### src/rtl/dhcp_option_field_scanner_defines.svh
// Assertion helpers shared by the scanner RTL.
`ifndef DHCP_OPTION_FIELD_SCANNER_DEFINES_SVH
`define DHCP_OPTION_FIELD_SCANNER_DEFINES_SVH

// Same-cycle implication, checked on every rising edge outside reset.
`define DOFS_ASSERT_IMP(lbl, ante, cons) \
    lbl: assert property (@(posedge clk) disable iff (!rst_n) (ante) |-> (cons)) \
        else $error("scanner assertion failed");

// Next-cycle implication, checked on every rising edge outside reset.
`define DOFS_ASSERT_NEXT(lbl, ante, cons) \
    lbl: assert property (@(posedge clk) disable iff (!rst_n) (ante) |=> (cons)) \
        else $error("scanner assertion failed");

`endif

### src/rtl/dofs_pkg.sv
package dofs_pkg;

    typedef enum logic [3:0] {
        PH_CODE = 4'b0001,
        PH_LEN  = 4'b0010,
        PH_OVER = 4'b0100,
        PH_SKIP = 4'b1000
    } phase_t;

    localparam logic [1:0] AREA_OPTIONS = 2'd0;
    localparam logic [1:0] AREA_FILE    = 2'd1;
    localparam logic [1:0] AREA_SNAME   = 2'd2;

    localparam logic [1:0] ST_FOUND     = 2'd0;
    localparam logic [1:0] ST_ABSENT    = 2'd1;
    localparam logic [1:0] ST_MALFORMED = 2'd2;

    localparam logic [7:0] PAD_CODE      = 8'd0;
    localparam logic [7:0] END_CODE      = 8'd255;
    localparam logic [7:0] OVERLOAD_CODE = 8'd52;

    typedef struct packed {
        phase_t     phase;
        logic [8:0] pos;
        logic [7:0] skip;
        logic [1:0] flags;
        logic [1:0] active_area;
        logic       finished;
        logic [7:0] target;
        logic [7:0] pending;
    } scan_state_t;

    typedef struct packed {
        logic       valid;
        logic [1:0] status;
        logic [1:0] area;
        logic [8:0] offset;
        logic [7:0] length;
    } scan_result_t;

endpackage

### src/rtl/dhcp_option_field_scanner.sv
// DHCP option field scanner.
// Input channel (in_valid/in_ready): one message byte per transfer with its
// area code, a message_start flag on the first options byte, and the sought
// option code, which is sampled with message_start.
// Output channel (out_valid/out_ready): one result per message: status
// found, not present or malformed, and for found the area, data offset and
// length byte of the option.
// Path: a byte passes an input register and the scan logic into the result
// register, from which its result is offered on out.
// Throughput: one byte per cycle while no stalled result holds the input;
// the scan state update is a single registered step per byte.
// Reset: no scan is open, every byte is ignored until a message_start.
// A stalled result holds in the output register; an empty input register
// still takes a byte, then in_ready drops until the result is transferred.
`include "dhcp_option_field_scanner_defines.svh"

module dhcp_option_field_scanner #(
    parameter int OPTIONS_BYTES = 308,
    parameter int FILE_BYTES    = 128,
    parameter int SNAME_BYTES   = 64
) (
    input  logic       clk,
    input  logic       rst_n,
    input  logic       in_valid,
    output logic       in_ready,
    input  logic [7:0] data_byte,
    input  logic [1:0] area,
    input  logic       message_start,
    input  logic [7:0] sought_code,
    output logic       out_valid,
    input  logic       out_ready,
    output logic [1:0] status,
    output logic [1:0] found_area,
    output logic [8:0] data_offset,
    output logic [7:0] data_length
);
    import dofs_pkg::*;

    localparam scan_state_t STATE_RESET = '{
        phase:       PH_CODE,
        pos:         9'd0,
        skip:        8'd0,
        flags:       2'd0,
        active_area: AREA_OPTIONS,
        finished:    1'b1,
        target:      8'd0,
        pending:     8'd0
    };

    logic         s1_valid_reg;
    logic [7:0]   s1_byte_reg;
    logic [1:0]   s1_area_reg;
    logic         s1_start_reg;
    logic [7:0]   s1_sought_reg;
    scan_state_t  state_reg;
    scan_state_t  state_next;
    scan_result_t res_next;
    logic         out_valid_reg;
    logic [1:0]   status_reg;
    logic [1:0]   found_area_reg;
    logic [8:0]   data_offset_reg;
    logic [7:0]   data_length_reg;
    logic         adv;
    logic         out_load;

    dofs_step #(
        .OPTIONS_BYTES (OPTIONS_BYTES),
        .FILE_BYTES    (FILE_BYTES),
        .SNAME_BYTES   (SNAME_BYTES)
    ) u_step (
        .state_cur     (state_reg),
        .data_byte     (s1_byte_reg),
        .area          (s1_area_reg),
        .message_start (s1_start_reg),
        .sought_code   (s1_sought_reg),
        .state_next    (state_next),
        .result        (res_next)
    );

    assign adv      = !out_valid_reg || out_ready;
    assign in_ready = !s1_valid_reg || adv;
    assign out_load = adv && s1_valid_reg && res_next.valid;

    always_ff @(posedge clk or negedge rst_n)
    begin
        if (!rst_n)
        begin
            s1_valid_reg <= 1'b0;
        end
        else if (in_ready)
        begin
            s1_valid_reg <= in_valid;
        end
    end

    always_ff @(posedge clk)
    begin
        if (in_ready && in_valid)
        begin
            s1_byte_reg   <= data_byte;
            s1_area_reg   <= area;
            s1_start_reg  <= message_start;
            s1_sought_reg <= sought_code;
        end
    end

    always_ff @(posedge clk or negedge rst_n)
    begin
        if (!rst_n)
        begin
            state_reg <= STATE_RESET;
        end
        else if (adv && s1_valid_reg)
        begin
            state_reg <= state_next;
        end
    end

    always_ff @(posedge clk or negedge rst_n)
    begin
        if (!rst_n)
        begin
            out_valid_reg <= 1'b0;
        end
        else if (adv)
        begin
            out_valid_reg <= s1_valid_reg && res_next.valid;
        end
    end

    always_ff @(posedge clk)
    begin
        if (out_load)
        begin
            status_reg      <= res_next.status;
            found_area_reg  <= res_next.area;
            data_offset_reg <= res_next.offset;
            data_length_reg <= res_next.length;
        end
    end

    assign out_valid   = out_valid_reg;
    assign status      = status_reg;
    assign found_area  = found_area_reg;
    assign data_offset = data_offset_reg;
    assign data_length = data_length_reg;

    // Input side only stalls behind a full input register and a blocked result.
    `DOFS_ASSERT_IMP(a_ready_stall, !in_ready, s1_valid_reg && out_valid_reg && !out_ready)
    // A result closes the scan.
    `DOFS_ASSERT_NEXT(a_result_closes, out_load, state_reg.finished)
    // Only found results carry location fields.
    `DOFS_ASSERT_IMP(a_nonfound_zero, out_valid_reg && status_reg != ST_FOUND,
        found_area_reg == AREA_OPTIONS && data_offset_reg == 9'd0 && data_length_reg == 8'd0)
    // Status codes stay within the defined set.
    `DOFS_ASSERT_IMP(a_status_code, out_valid_reg,
        status_reg == ST_FOUND || status_reg == ST_ABSENT || status_reg == ST_MALFORMED)

endmodule

### src/rtl/dofs_step.sv
module dofs_step #(
    parameter int OPTIONS_BYTES = 308,
    parameter int FILE_BYTES    = 128,
    parameter int SNAME_BYTES   = 64
) (
    input  dofs_pkg::scan_state_t  state_cur,
    input  logic [7:0]             data_byte,
    input  logic [1:0]             area,
    input  logic                   message_start,
    input  logic [7:0]             sought_code,
    output dofs_pkg::scan_state_t  state_next,
    output dofs_pkg::scan_result_t result
);
    import dofs_pkg::*;

    localparam logic [9:0] OPT_LIM   = 10'(OPTIONS_BYTES);
    localparam logic [9:0] FILE_LIM  = 10'(FILE_BYTES);
    localparam logic [9:0] SNAME_LIM = 10'(SNAME_BYTES);

    scan_state_t eff;
    logic [9:0]  lim;
    logic [9:0]  pos_ext;
    logic [9:0]  run_end;
    logic [9:0]  pos_inc;
    logic [7:0]  skip_dec;
    logic [1:0]  next_area;
    logic        has_next;
    logic        hold_pos;

    // A start clears the scan before this byte is looked at.
    always_comb
    begin
        eff = state_cur;
        if (message_start)
        begin
            eff.phase       = PH_CODE;
            eff.pos         = '0;
            eff.skip        = '0;
            eff.flags       = '0;
            eff.active_area = AREA_OPTIONS;
            eff.pending     = '0;
            eff.target      = sought_code;
            eff.finished    = 1'b0;
        end
    end

    always_comb
    begin
        case (eff.active_area)
            AREA_OPTIONS: lim = OPT_LIM;
            AREA_FILE:    lim = FILE_LIM;
            default:      lim = SNAME_LIM;
        endcase
        pos_ext  = {1'b0, eff.pos};
        run_end  = pos_ext + {2'b00, data_byte};
        pos_inc  = pos_ext + 10'd1;
        skip_dec = eff.skip - 8'd1;
        has_next = 1'b0;
        next_area = AREA_SNAME;
        if (eff.active_area == AREA_OPTIONS && eff.flags[0])
        begin
            has_next  = 1'b1;
            next_area = AREA_FILE;
        end
        else if (eff.active_area != AREA_SNAME && eff.flags[1])
        begin
            has_next  = 1'b1;
            next_area = AREA_SNAME;
        end
    end

    always_comb
    begin
        state_next = eff;
        result     = '0;
        hold_pos   = 1'b0;
        if (!eff.finished && area == eff.active_area)
        begin
            case (eff.phase)
                PH_CODE:
                begin
                    if (data_byte == eff.target || !(data_byte inside {PAD_CODE, END_CODE}))
                    begin
                        state_next.pending = data_byte;
                        state_next.phase   = PH_LEN;
                    end
                    else if (data_byte == END_CODE)
                    begin
                        hold_pos = 1'b1;
                        if (has_next)
                        begin
                            state_next.active_area = next_area;
                            state_next.pos         = '0;
                        end
                        else
                        begin
                            result.valid = 1'b1;
                            result.status = ST_ABSENT;
                        end
                    end
                end
                PH_LEN:
                begin
                    if (eff.pending == eff.target)
                    begin
                        hold_pos     = 1'b1;
                        result.valid = 1'b1;
                        if (run_end >= lim)
                        begin
                            result.status = ST_MALFORMED;
                        end
                        else
                        begin
                            result.status = ST_FOUND;
                            result.area   = eff.active_area;
                            result.offset = pos_inc[8:0];
                            result.length = data_byte;
                        end
                    end
                    else if (eff.pending == OVERLOAD_CODE && run_end >= lim)
                    begin
                        hold_pos      = 1'b1;
                        result.valid  = 1'b1;
                        result.status = ST_MALFORMED;
                    end
                    else
                    begin
                        state_next.skip = data_byte;
                        if (data_byte == 8'd0)
                            state_next.phase = PH_CODE;
                        else if (eff.pending == OVERLOAD_CODE)
                            state_next.phase = PH_OVER;
                        else
                            state_next.phase = PH_SKIP;
                    end
                end
                PH_OVER:
                begin
                    state_next.flags = data_byte[1:0];
                    state_next.skip  = skip_dec;
                    state_next.phase = (skip_dec != 8'd0) ? PH_SKIP : PH_CODE;
                end
                default:
                begin
                    state_next.skip = skip_dec;
                    if (skip_dec == 8'd0)
                        state_next.phase = PH_CODE;
                end
            endcase

            // Area runs out on its last byte while the scan is still open.
            if (!hold_pos)
            begin
                if (pos_inc >= lim)
                begin
                    result.valid  = 1'b1;
                    result.status = ST_MALFORMED;
                end
                else
                begin
                    state_next.pos = pos_inc[8:0];
                end
            end

            if (result.valid)
                state_next.finished = 1'b1;
        end
    end

endmodule

### config.mk
export PLATFORM = sky130hd
export DESIGN_NAME = dhcp_option_field_scanner
export DESIGN_NICKNAME = d
export VERILOG_FILES = /design/src/rtl/dofs_pkg.sv /design/src/rtl/dhcp_option_field_scanner.sv /design/src/rtl/dofs_step.sv
export VERILOG_INCLUDE_DIRS = /design/src /design/src/rtl
export SDC_FILE = /design/constraint.sdc
export NUM_CORES = 1
export LEC_CHECK = 0
export BUFFER_PORTS_ARGS = -buffer_cell sky130_fd_sc_hd__buf_2
export CAP_MARGIN = 20
export CORE_ASPECT_RATIO = 0.9
export CORE_MARGIN = 3
export CORE_UTILIZATION = 60
export DETAILED_ROUTE_END_ITERATION = 7
export GPL_ROUTABILITY_DRIVEN = 0
export HOLD_SLACK_MARGIN = 0.15
export MAX_ROUTING_LAYER = met4
export PLACE_DENSITY_LB_ADDON = 0.05
export RECOVER_POWER = 100
export SLEW_MARGIN = 10
export SYNTH_ARGS = -nofsm -noshare
export SYNTH_HDL_FRONTEND = slang
export SYNTH_SLANG_ARGS = --single-unit
### constraint.sdc
create_clock -name clk -period 6.2 [get_ports clk]
set_input_delay 0.31 -clock clk [delete_from_list [all_inputs] [get_ports clk]]
set_output_delay 0.31 -clock clk [all_outputs]
set_load 0.02 [all_outputs]
# Word-level counts from Yosys, hierarchy flattened

Index checks and enable logic that the tools add are counted.
Widths: inputs -> output; s select.

Register bits after elaboration: 84
Input port bits: 23
Output and inout bits: 23
Word-level logic and storage cells: 109

$add $sub $neg: 3
Order comparisons: 2
Equality and inequality tests: 10
Mux-type cells: 52
Bitwise gates (word level): 3
Reductions and logical operators: 21

Operators with widths:

| operator             | number |
|---|---|
| $mux 19              | 3 |
| $mux 9               | 6 |
| $mux 42              | 1 |
| $mux 8               | 5 |
| $mux 4               | 7 |
| $mux 26              | 1 |
| $mux 3               | 8 |
| $mux 22              | 1 |
| $ge 10x9->1          | 2 |
| $pmux 9 s2           | 1 |
| $eq 8x8->1           | 2 |
| $logic_not 8->1      | 2 |
| $pmux 8 s2           | 1 |
| $mux 2               | 7 |
| $pmux 4 s3           | 1 |
| $add 9x1->10 const B | 1 |
| $add 9x8->10         | 1 |
| $eq 8x6->1 const B   | 1 |
| $eq 8x8->1 const B   | 1 |
| $logic_and 1x1->1    | 8 |
| $mux 1               | 8 |
| $reduce_bool 8->1    | 1 |
| $sub 8x1->8 const B  | 1 |
| $pmux 3 s2           | 1 |
| 13 further kinds     | 20 |

# Longest topological paths before layout

Depth in word-level cells: 14
Mapped depth: 25
Gate-level depth less buffers: 19

# Hierarchy

A second synthesis with hierarchy kept.

Cell total of the unflattened synthesis: 582
Area, all modules: 6005.8 sq um

By module, submodules not included:

| module                    | instances | cells an instance | area an instance (sq um) |
|---|---|---|---|
| dhcp_option_field_scanner | 1         | 139               | 3031.7 |
| dofs_step                 | 1         | 443               | 2974.1 |

# Worst setup path after synthesis

OpenSTA, ideal clock, no wires.

Path type: register to register
Start: register s1_start_reg
End: register data_length_reg[0], in the netlist data_length[0] (enable)
Library setup time: 0.399 ns
Arrival: 5.135 ns
Path slack: 0.666 ns
Stages on the path, launching flop included: 24
Path buffers: 5
Clock period less this slack: 5.534 ns
Cell sequence: edfxtp_1 buf_6 buf_2 clkbuf_1 clkbuf_1 buf_1 nor2b_1 ha_1 a21o_1 o2bb2ai_1 a211oi_2 inv_2 maj3_1 a21oi_1 xnor2_1 ha_1 a21o_1 a21oi_1 o31a_2 nor2b_1 a311oi_2 a21oi_2 nor2_1 nor2_1

Word-level cells in the longest chain between the ends: 14
Elaborated cells between the ends (all ways): 39
Those cells by class: add/sub (2); order compare (2); eq/ne (8); mux (19); reduce/logical (8)

RTL lines:

| item                                                  | RTL line                         | text |
|---|---|---|
| start, declared                                       | dhcp_option_field_scanner.sv:53  | `logic s1_start_reg;` |
| start signal, assigned                                | dhcp_option_field_scanner.sv:102 | `s1_start_reg <= message_start;` |
| $mux 42 *                                             | dofs_step.sv:34                  | `if (message_start)` |
| branches (longest 11 deep; another with $add 9x8->10) | -                                |  |
| $mux 22 *                                             | dofs_step.sv:77                  | `if (!eff.finished && area == eff.active_area)` |
| $logic_and 1x1->1 *                                   | dhcp_option_field_scanner.sv:82  | `assign out_load = adv && s1_valid_reg && res_next.valid;` |
| via out_load                                          | dhcp_option_field_scanner.sv:64  | `logic out_load;` |
| end signal, assigned                                  | dhcp_option_field_scanner.sv:138 | `data_length_reg <= res_next.length;` |
| end, declared                                         | dhcp_option_field_scanner.sv:62  | `logic [7:0] data_length_reg;` |

Mark *: on every way through the listed nets, which the timed path passes. The select of a mux whose other input is x is not followed.
A chain may end at the register's enable or synchronous reset.

# Worst setup path after layout

Start: register s1_start_reg
End: register status_reg[1], in the netlist status[1] (enable)

Word-level cells in the longest chain between the ends: 14
Elaborated cells between the ends (all ways): 39
Those cells by class: add/sub (2); order compare (2); eq/ne (8); mux (19); reduce/logical (8)

RTL lines:

| item                                                  | RTL line                         | text |
|---|---|---|
| $mux 42 *                                             | dofs_step.sv:34                  |  |
| branches (longest 11 deep; another with $add 9x8->10) | -                                |  |
| $mux 22 *                                             | dofs_step.sv:77                  |  |
| $logic_and 1x1->1 *                                   | dhcp_option_field_scanner.sv:82  |  |
| via out_load                                          | dhcp_option_field_scanner.sv:64  |  |
| end signal, assigned                                  | dhcp_option_field_scanner.sv:135 | `status_reg <= res_next.status;` |
| end, declared                                         | dhcp_option_field_scanner.sv:59  | `logic [1:0] status_reg;` |

Marks and branches as above.

==> impl_metrics.py <==
metrics = {
    "finish": {
        "fill_cells": 644,
        "nets": 621,
        "n_antenna_cell": 0,
        "largest_reg_flops": 42,
        "final_area_um2": 5731,
        "final_cell_count_no_fill": 699,
        "area_growth_syn_to_layout_pct": 10.95,
        "post_route_cells_drive_above_1_share": 0.09247,
        "utilization": 0.6969,
    },
    "setup_path": {
        "worst_setup_path_end_kind": "flop",
        "timing.reg2reg.worst_path_depth": 20,
        "setup.worst_path.start": "s1_start_reg$_DFFE_PP_",
        "crit-reg2reg-capture": "status[1]$_SDFFCE_PN0P_",
        "startpoint_type": "flop",
        "worst_r2r_startpoint": "s1_start_reg$_DFFE_PP_",
        "setup.worst_path.class": "flop to flop",
        "reg2reg_setup_slack_ns": 0.92,
        "critical_path.max_fanout": 55,
        "worst-endpoint-arrival_ns": 5.31,
        "crit_required_ns": 6.23,
        "crit_end": "status[1]$_SDFFCE_PN0P_",
    },
    "timing": {
        "post-route-period-util": 0.8517,
        "final_period_minus_worst_setup_slack_ns": 5.281,
        "rsz0062_at_grt": "no",
        "worst-slew-pin-transition_ns": 2.039,
        "final_clock_skew_ns": 0.01190,
        "totalNegativeSetupSlack_ns": 0,
        "fmax_mhz": 189.4,
        "max_slew_margin": -0.3590,
        "finalHoldViolCount": 0,
        "final.hold.worst_slack_ns": 0.2638,
        "finalMaxSlewViolations": 38,
        "setup_viol": 0,
    },
    "floorplanning": {
        "io_pins": 46,
        "design.core.area_um2": 8223,
        "initial_utilization": 0.6281,
        "floorplan.die_area_um2": 9759,
        "chipHeight_um": 94.02,
        "floorplan.rows": 31,
        "fp.dieW_um": 103.8,
    },
    "drt": {
        "wire_per_inst_um": 18.21,
        "drt_pre_antenna_iters": 5,
        "detailroute.via_count": 4326,
        "drtAntennaViolNets": 0,
        "route.detailed.drc": 0,
        "drt-initial-drc-count": 361,
        "avgViaCountPerCell": 6.189,
        "drt_wl_total_mm": 12.73,
    },
    "place": {
        "place.detailed.hpwl_mm": 8.685,
        "port_buffers": 45,
        "dp.cells": 661,
        "postPlaceCellArea_um2": 5400,
    },
    "flow_run": {
        "drv_cap": 1,
    },
    "synth": {
        "async_reset_ff_frac": 0.5238,
        "number_of_warnings_issued_by_yosys": 0,
        "post_synth_inst_count": 527,
        "ys.flop_type": "dfrtp_1",
        "synth_fp_nets": 569,
        "per_instance_average_area_after_synthesis_um2": 9.801,
        "synth.area.top_cells": "edfxtp_1, dfrtp_1, ha_1, nand2_1, xnor2_1",
        "synth_area_um2": 5165,
        "synth.top_cell.area_share": 0.2326,
        "yosysTopAreaCell": "edfxtp_1",
        "synth_cell_types": 72,
        "synth_edf_count": 40,
        "synth_seq_cells": 84,
        "ys_seq_area_frac": 0.4462,
    },
    "global_route": {
        "grt_first_pass_wirelength_mm": 20.69,
        "grt.overflow.total": 0,
        "grt_max_degree": 56,
        "grt_pass1_vias": 4091,
        "globalRouteTotalUtil": 0.2760,
        "number_of_antenna_violations_at_the_first_check_in_global_routing": 0,
    },
    "pwr": {
        "power_per_cell_area_nw_per_um2": 237.9,
        "vdd.ir_drop.worst_uv": 166.7,
        "power_leakage_nw": 2.255,
    },
    "clocking": {
        "cts_tree": "yes",
        "clk_root_buffer_cell": "clkbuf_8",
        "cts.repair.resized": 0,
        "clock-sinks": 84,
        "clock_path_buffers": 2,
        "cts_inserted_buffers": 9,
        "clk_pin_slew_worst_paths_ns": 0.09,
        "clock_tree.htree_level_count": 3,
        "clock_latency_on_the_worst_skew_pair_ns": 0.36,
    },
    "hold_path": {
        "holdCritStartpoint": "out_ready",
        "hp-class": "input pin to flop",
        "min_path_cells": 3,
    },
    "outcome": {
        "status": "finished with violations",
        "failed_checks": "max-capacitance violations, max-slew violations",
    },
}
cells in the mapped netlist, types with 12 or more instances:
| cell | number |
|---|---|
| nand2_1 | 52 |
| dfrtp_1 | 42 |
| edfxtp_1 | 40 |
| nor2_1 | 37 |
| a21oi_1 | 30 |
| o21ai_0 | 27 |
| xnor2_1 | 22 |
| inv_1 | 21 |
| and2_1 | 20 |
| a22o_1 | 19 |
| ha_1 | 19 |
| clkbuf_1 | 14 |
| mux2i_1 | 12 |
| nand3_1 | 12 |
| nor2b_1 | 12 |
| nor3_1 | 12 |
per-stage QoR:
stage | total power [mW] | worst slack [ns]
after floorplan | 0.9160 | 0.6660
after global routing | 1.431 | 0.5182
after CTS | 1.362 | 1.412
final | 1.363 | 0.9194
after global placement | 0.9872 | 1.526
after detailed placement | 0.9936 | 1.434
cell usage in the layout (no fill, tap or decap), types with 6 or more instances in the layout:
cell           netlist  final
nand2_1             52     52
dfrtp_1             42     42
edfxtp_1            40     40
nor2_1              37     37
a21oi_1             30     32
o21ai_0             27     27
clkbuf_1            14     25
xnor2_1             22     22
inv_1               21     21
dlygate4sd3_1        0     21
buf_2                5     21
a22o_1              19     19
ha_1                19     19
and2_0               0     14
nor3_1              12     13
nor2b_1             12     12
mux2i_1             12     12
nand3_1             12     12
nor4_1               9     10
xor2_1               9      9
clkbuf_8             0      9
o22ai_1              7      7
and2_1              20      6
a31oi_1              6      6
nand2b_1             6      6
worst max-delay path, stage by stage (launching register included):
cell and delay [ns]:
edfxtp_1 0.35, buf_4 0.49, nor2b_1 0.18, xor2_1 0.18, ha_1 0.23, a21oi_1 0.21, a21o_1 0.15, a21oi_1 0.07
a2111o_1 0.44, a31oi_1 0.18, o21bai_1 0.09, xnor2_1 0.13, ha_1 0.31, a21oi_1 0.14, o31a_2 0.17, nor2b_1 0.05
a311oi_1 0.64, a21oi_1 0.30, nor2_1 0.23, nor2_1 0.07, clkbuf_2 0.34
worst min path at each step:
| stage | endpoint | slack (ns) |
|---|---|---|
| after CTS | state_reg[33]$_DFFE_PN0P_ | 0.18 |
| final | s1_valid_reg$_DFFE_PN0N_ | 0.26 |
| after global placement | state_reg[36]$_DFFE_PN0P_ | 0.49 |
| after detailed placement | s1_sought_reg[0]$_DFFE_PP_ | 0.49 |
| after global routing | s1_valid_reg$_DFFE_PN0N_ | 0.31 |
| after floorplan | out_valid$_DFFE_PN0P_ | 0.01 |
routing by layer:
metal / track usage / up-vias / part of all wire
met5: - / - / 0
met4: 0.08638 / 0 / 0.020
met3: 0.04811 / 26 / 0.091
met2: 0.4069 / 227 / 0.44
met1: 0.3929 / 2030 / 0.45
li1: - / 2043 / -
power breakdown:
part | internal, mW | switching [mW]
combinational | 0.133 | 0.164
sequential | 0.632 | 0.0697
clock | 0.147 | 0.218
total | 0.912 | 0.451
cells by family (layout without fill, tap and decap cells):
kind of cell | count (synthesis) | after routing | share of synthesized area
flops | 84 | 84 | 0.4462
xor+xnor | 31 | 31 | 0.05257
simple gates | 185 | 185 | 0.1856
buf+inv | 51 | 108 | 0.04554
fa+ha+maj | 20 | 20 | 0.04797
compound gates | 139 | 139 | 0.1880
mux | 17 | 17 | 0.03416
final cells by class:
cell class                      instances  area (um^2)  share of cell area
Multi-Input combinational cell        392         2600              0.4537
Sequential cell                        84         2305              0.4022
Timing Repair Buffer                   69        421.7             0.07358
Tap cell                              115        143.9             0.02511
Clock buffer                            9        123.9             0.02162
Inverter                               23        86.33             0.01507
Clock inverter                          7        50.05            0.008734
timing repair:
item | 4_1_cts | 5_1_grt
hold buffers | 20 | 1
endpoints found under the hold margin | 20 | 42
setup buffers | 0 | 0
(Power assumes the default switching activity.)
